<file path="src/design/lbd_pkg.sv">
// Shared types, constants and neighbor tables for the lightmap border dilation block.
`default_nettype none

package lbd_pkg;

   // Default and field widths.
   localparam int MAX_SIDE_DEF = 512;
   localparam int CFG_W        = 10;
   localparam int COORD_W      = 9;
   localparam int TEXEL_W      = 32;
   localparam int ALPHA_W      = 8;
   localparam int SUM_W        = 11;
   localparam int CNT_W        = 4;
   localparam int REQ_DATA_W   = 56;
   localparam int RSP_DATA_W   = 56;
   localparam int CSR_INDEX_W  = 2;

   // Reset values of the configuration registers.
   localparam logic [CFG_W-1:0]   IMAGE_SIDE_RESET = 10'd512;
   localparam logic [ALPHA_W-1:0] ALPHA_THR_RESET  = 8'd254;

   // Number of neighbors around one texel.
   localparam logic [CNT_W-1:0] NBR_COUNT = 4'd8;

   // Configuration register indexes.
   typedef enum logic [CSR_INDEX_W-1:0] {
      CSR_WIDTH     = 2'd0,
      CSR_HEIGHT    = 2'd1,
      CSR_THRESHOLD = 2'd2
   } csr_index_type;

   // Coordinate selectors: previous, own and next column or row.
   typedef enum logic [1:0] {
      SEL_LO  = 2'd0,
      SEL_MID = 2'd1,
      SEL_HI  = 2'd2
   } coord_sel_type;

   // Controller states.
   typedef enum logic [2:0] {
      S_IDLE,
      S_WRITE,
      S_PREP,
      S_CHECK,
      S_GATHER,
      S_DIVIDE,
      S_DONE
   } state_type;

   // Commands from the controller to the datapath.
   typedef struct packed {
      logic          capture;
      logic          prep;
      logic          mem_en;
      logic          mem_we;
      coord_sel_type col_sel;
      coord_sel_type row_sel;
      logic          keep_center;
      logic          accum;
      logic          div_step;
      logic [2:0]    div_bit;
      logic          out_load;
   } lbd_cmd_type;

   // Status from the datapath to the controller.
   typedef struct packed {
      logic center_empty;
      logic cnt_zero;
   } lbd_status_type;

   // Column selector of neighbor k, walking the 3x3 window without its center.
   function automatic coord_sel_type nbr_col_sel(input logic [2:0] k);
      coord_sel_type s;
      case (k)
         3'd0:    s = SEL_LO;
         3'd1:    s = SEL_MID;
         3'd2:    s = SEL_HI;
         3'd3:    s = SEL_LO;
         3'd4:    s = SEL_HI;
         3'd5:    s = SEL_LO;
         3'd6:    s = SEL_MID;
         3'd7:    s = SEL_HI;
         default: s = SEL_MID;
      endcase
      return s;
   endfunction

   // Row selector of neighbor k.
   function automatic coord_sel_type nbr_row_sel(input logic [2:0] k);
      coord_sel_type s;
      case (k)
         3'd0, 3'd1, 3'd2: s = SEL_LO;
         3'd3, 3'd4:       s = SEL_MID;
         3'd5, 3'd6, 3'd7: s = SEL_HI;
         default:          s = SEL_MID;
      endcase
      return s;
   endfunction

endpackage

`default_nettype wire

</file>
<file path="src/design/lbd_ctrl.sv">
// Controller state machine: sequences loads, neighbor reads, division and result handoff.
`default_nettype none

module lbd_ctrl (
   input  wire logic                    clock,
   input  wire logic                    reset,
   input  wire logic                    req_tvalid,
   output logic                         req_tready,
   input  wire logic                    req_action,
   output logic                         rsp_tvalid,
   input  wire logic                    rsp_tready,
   output lbd_pkg::lbd_cmd_type         cmd,
   input  wire lbd_pkg::lbd_status_type status
);

   import lbd_pkg::*;

   state_type        state_ff, state_in;
   logic [CNT_W-1:0] k_ff, k_in;
   logic [2:0]       bit_ff, bit_in;
   logic             rsp_valid_ff, rsp_valid_in;

   // State and counter registers.
   always_ff @(posedge clock) begin
      if (reset) begin
         state_ff     <= S_IDLE;
         k_ff         <= '0;
         bit_ff       <= '0;
         rsp_valid_ff <= 1'b0;
      end else begin
         state_ff     <= state_in;
         k_ff         <= k_in;
         bit_ff       <= bit_in;
         rsp_valid_ff <= rsp_valid_in;
      end
   end

   // Next state and datapath commands.
   always_comb begin
      state_in     = state_ff;
      k_in         = k_ff;
      bit_in       = bit_ff;
      rsp_valid_in = rsp_valid_ff && !rsp_tready;
      req_tready   = 1'b0;
      cmd          = '0;
      cmd.col_sel  = SEL_MID;
      cmd.row_sel  = SEL_MID;
      case (state_ff)
         S_IDLE: begin
            req_tready = 1'b1;
            if (req_tvalid) begin
               cmd.capture = 1'b1;
               state_in    = req_action ? S_PREP : S_WRITE;
            end
         end
         S_WRITE: begin
            cmd.mem_en = 1'b1;
            cmd.mem_we = 1'b1;
            state_in   = S_IDLE;
         end
         S_PREP: begin
            // Neighbor coordinates are formed while the center is read.
            cmd.prep   = 1'b1;
            cmd.mem_en = 1'b1;
            state_in   = S_CHECK;
         end
         S_CHECK: begin
            cmd.keep_center = 1'b1;
            if (status.center_empty) begin
               cmd.mem_en  = 1'b1;
               cmd.col_sel = nbr_col_sel(3'd0);
               cmd.row_sel = nbr_row_sel(3'd0);
               k_in        = CNT_W'(1);
               state_in    = S_GATHER;
            end else begin
               state_in = S_DONE;
            end
         end
         S_GATHER: begin
            // Sum the neighbor read last cycle, read the next one.
            cmd.accum = 1'b1;
            if (k_ff == NBR_COUNT) begin
               bit_in   = 3'd7;
               state_in = S_DIVIDE;
            end else begin
               cmd.mem_en  = 1'b1;
               cmd.col_sel = nbr_col_sel(k_ff[2:0]);
               cmd.row_sel = nbr_row_sel(k_ff[2:0]);
               k_in        = k_ff + CNT_W'(1);
            end
         end
         S_DIVIDE: begin
            if (status.cnt_zero) begin
               state_in = S_DONE;
            end else begin
               cmd.div_step = 1'b1;
               cmd.div_bit  = bit_ff;
               if (bit_ff == 3'd0) begin
                  state_in = S_DONE;
               end else begin
                  bit_in = bit_ff - 3'd1;
               end
            end
         end
         S_DONE: begin
            if (!rsp_valid_ff || rsp_tready) begin
               cmd.out_load = 1'b1;
               rsp_valid_in = 1'b1;
               state_in     = S_IDLE;
            end
         end
         default: begin
            state_in = S_IDLE;
         end
      endcase
   end

   assign rsp_tvalid = rsp_valid_ff;

`ifndef ASSERT_OFF
   // A load item is written to memory in the cycle after it is taken.
   a_load_write: assert property (@(posedge clock) disable iff (reset)
      req_tvalid && req_tready && !req_action |=> state_ff == S_WRITE)
      else $error("load item not followed by a write");

   // A query item starts its center read in the cycle after it is taken.
   a_query_prep: assert property (@(posedge clock) disable iff (reset)
      req_tvalid && req_tready && req_action |=> state_ff == S_PREP)
      else $error("query item not followed by a center read");

   // The neighbor counter stays within the window while gathering.
   a_gather_range: assert property (@(posedge clock) disable iff (reset)
      state_ff == S_GATHER |-> (k_ff >= CNT_W'(1)) && (k_ff <= NBR_COUNT))
      else $error("neighbor counter out of range");

   // The last divide step always leaves the divide state.
   a_divide_exit: assert property (@(posedge clock) disable iff (reset)
      state_ff == S_DIVIDE && bit_ff == 3'd0 |=> state_ff != S_DIVIDE)
      else $error("divider did not finish");
`endif

endmodule

`default_nettype wire

</file>
<file path="config.mk">
export PLATFORM = sky130hd
export DESIGN_NAME = lbd_ctrl
export DESIGN_NICKNAME = d
export VERILOG_FILES = /design/src/design/lbd_pkg.sv /design/src/design/lbd_ctrl.sv
export SDC_FILE = /design/constraint.sdc
export NUM_CORES = 1
export LEC_CHECK = 0
export BUFFER_PORTS_ARGS = -buffer_cell sky130_fd_sc_hd__buf_2
export CAP_MARGIN = 20
export CORE_ASPECT_RATIO = 1.4
export CORE_MARGIN = 2
export CORE_UTILIZATION = 52
export DETAILED_ROUTE_END_ITERATION = 6
export GPL_ROUTABILITY_DRIVEN = 1
export HOLD_SLACK_MARGIN = 0.05
export PLACE_DENSITY = 0.74
export RECOVER_POWER = 100
export SKIP_CTS_REPAIR_TIMING = 1
export SYNTH_ARGS = -nofsm -noshare
export SYNTH_HDL_FRONTEND = slang
export SYNTH_SLANG_ARGS = --single-unit
</file>
<file path="constraint.sdc">
create_clock -name clock -period 2.46 [get_ports clock]
set_input_delay 0.492 -clock clock [delete_from_list [all_inputs] [get_ports clock]]
set_output_delay 0.492 -clock clock [all_outputs]
set_load 0.02 [all_outputs]
</file>
==> results.py <==
metrics = {
    "drt": {
        "drt_iter0_markers": 9,
        "routedWlPerCell_um": 13.07,
        "wl_mm": 2.078,
        "detail-route-antenna-nets": 0,
        "via_per_inst": 5.579,
        "drcViolationCount": 0,
        "drt_first_pass_iters": 4,
        "num_vias": 887,
    },
    "floorplan": {
        "start_util_pct": 56.32,
        "die_w_um": 41.34,
        "ios": 24,
        "rows": 18,
        "fp.dieH_um": 56.27,
        "dieArea_sq_mm": 0.002326,
        "core_area_sq_mm": 0.001802,
    },
    "global_route": {
        "grt_pass1_vias": 795,
        "gr-total-overflow": 0,
        "grt_max_degree": 13,
        "grt_pass1_wl_mm": 3.194,
        "antenna_found_initial": 0,
        "grt_usage_pct": 19.85,
    },
    "sta": {
        "setup_viol_count_final": 0,
        "fin_tns_setup_ns": 0,
        "rsz0062_at_grt": "no",
        "min_period_ns": 2.290,
        "worst_pin_slew_ns": 0.5808,
        "slew_headroom_pct": 61.10,
        "slew_violations": 0,
        "clock_skew_ns": 0.005636,
        "final-hold-violation-count": 0,
        "fmax_mhz": 436.7,
        "holdWs_ns": 0.5109,
        "finalCritPeriodShare_pct": 93.08,
    },
    "power": {
        "clock_power_share_pct": 12.2,
        "ir_drop_v": 0.0005351,
        "pwr-share-seq_pct": 31.1,
        "p_leak_nw": 0.4625,
        "swShare_pct": 48.42,
        "power_frac_comb_pct": 56.7,
        "intPower_mw": 0.6207,
        "cellPowerDensity_mw_per_mm2": 1090,
        "netSwitchingPower_mw": 0.5826,
    },
    "logic_synthesis": {
        "synth-main-ff-cell": "dfxtp_1",
        "post_synth_inst_count": 115,
        "synth-seq-cells": 15,
        "seq_area_frac_synth_pct": 29.59,
        "syn_avg_cell_area_sq_um": 8.824,
        "ys_async_sr_fraction_pct": 0,
        "synthesis.nets": 128,
        "synth-warning-count": 0,
        "ys_types": 46,
        "synth_edf_count": 0,
        "synthesis.area_sq_mm": 0.001015,
    },
    "placement": {
        "post-dp-hpwl_mm": 1.633,
        "portBuffers": 23,
        "routabilityCongestion": 0.8269,
    },
    "hold_path": {
        "holdCritPathClass": "in2reg",
        "min_to": "rsp_tvalid",
        "hold_depth": 4,
        "hp-start": "rsp_tready",
    },
    "run": {
        "max_cap_violations": 0,
    },
    "worst_setup_path": {
        "rrSetupSlack_ns": 0.17,
        "critical_path.max_fanout": 6,
        "path_cells": "inv_1 -> ha_1 -> nand3b_4 -> and2_0 -> or3_1 -> a21oi_4 -> inv_1 -> ha_1 -> mux2_1",
        "reg2regPathDepth": 9,
        "critPathBufInv": 2,
        "cp-end-kind": "flop",
        "required_ns": 2.65,
        "r2r-start": "k_ff[0]",
        "critPathKind": "reg2reg",
        "crit_path_max_incr_delay_ns": 0.45,
        "cp-start-kind": "flop",
        "cp_top_family": "simple AND/OR/NAND/NOR gates",
        "arrival_ns": 2.48,
        "slowest_stage": "or3_1",
    },
    "layout": {
        "area_growth_pct": 8.755,
        "final_cell_mix": "dfxtp_1 (15), clkbuf_1 (13), nor2_1 (11), inv_1 (9)",
        "diodes": 0,
        "final_common_cell": "dfxtp_1",
        "drive_above_1_share_pct": 17.27,
        "nNetsFinal": 153,
        "nFillCells": 191,
    },
    "clocking": {
        "clockRootBuffer": "clkbuf_4",
        "htree_levels": 1,
        "clock-sinks": 15,
        "path_clk_slew_ns": 0.09,
        "cts_made_buffers": 3,
        "tritoncts": "done",
        "clk_latency_ns": 0.29,
        "clk_path_buf_depth": 2,
    },
    "status": {
        "status": "finished clean",
    },
}
-- power by group through the flow --
stage	clock network, mW	logic (mW)	registers, mW
final	0.147	0.682	0.374
after global routing	0.158	0.773	0.387
after CTS	0.148	0.737	0.379
after detailed placement	0	0.736	0.386
after global placement	0	0.719	0.383
after floorplan	0	0.604	0.347
-- cell type report --
class / count / area [sq um] / area share, %
tap: 20 / 25.02 / 2.268
timing repair buffer: 26 / 122.6 / 11.11
inverter: 11 / 42.54 / 3.855
sequential: 15 / 300.3 / 27.21
clock buffer: 4 / 26.28 / 2.381
multi-input combinational: 83 / 586.8 / 53.17
-- worst reg2reg max path: cells and delay by family (launching register included) --
kind                       cells  cell delay [ns]
and+or+nand+nor                3             0.82
adders and majority gates      2             0.39
DFF                            1             0.37
muxes                          1             0.27
buffers and inverters          2             0.18
AOI/OAI and AO/OA              1             0.17
-- metrics by stage --
step	setup WS, ns	util (%)	area [sq um]	cells	power [mW]
floorplan	0.4592	-	1015	115	0.9510
detailed placement	0.3451	62.85	1132	155	1.122
finish	0.1703	61.25	1104	159	1.203
global placement	0.4136	62.85	1132	155	1.102
CTS	0.1825	64.31	1159	159	1.264
global route	0.01786	61.25	1104	159	1.318
-- synth_stat cells (2+ instances only) --
cell type	count	area, sq um
and3_1	2	12.51
nand2b_1	2	12.51
inv_1	8	30.03
buf_6	3	33.78
nor2b_1	4	25.02
nor2_1	11	41.29
ha_1	6	75.07
nand2_1	6	22.52
nor4_1	3	18.77
o21ai_0	4	20.02
nand3_1	3	15.01
dfxtp_1	15	300.3
xor2_1	2	17.52
and2_1	2	12.51
nand4_1	2	12.51
a21oi_1	7	35.03
clkbuf_1	2	7.510
nor3_1	5	25.02
-- layer usage --
layer	wire length, um	up-vias	share of wire [%]	track usage [%]
li1	-	451	-	-
met1	863	405	42	20.25
met2	1048	24	50	34.82
met3	92	7	4.4	2.372
met4	72	0	3.5	11.52
met5	0	-	0	0
-- how the worst max path moves through the flow --
stage          cells past startpoint  slack (ns)  endpoint        start
6_report                           9        0.17      flop      k_ff[0]
5_1_grt                            9        0.02      flop      k_ff[0]
4_1_cts                            5        0.18   cmd[12]  state_ff[0]
3_5_place_dp                       9        0.35      flop      k_ff[1]
3_3_place_gp                       7        0.41      flop    status[1]
2_1_floorplan                      4        0.46    cmd[3]  state_ff[0]
-- cell families (layout without fill, tap and decap cells) --
group,count (synthesis),after routing,synth area share (%)
flip-flops,15,15,29.59
multiplexers,3,3,3.206
buffers and inverters,17,41,8.630
XOR/XNOR,2,2,1.727
AND/OR/NAND/NOR,49,49,29.22
adder cells (fa/ha/maj),6,6,7.398
AO/OA/AOI/OAI,23,23,20.22
(Power assumes the default switching activity.)
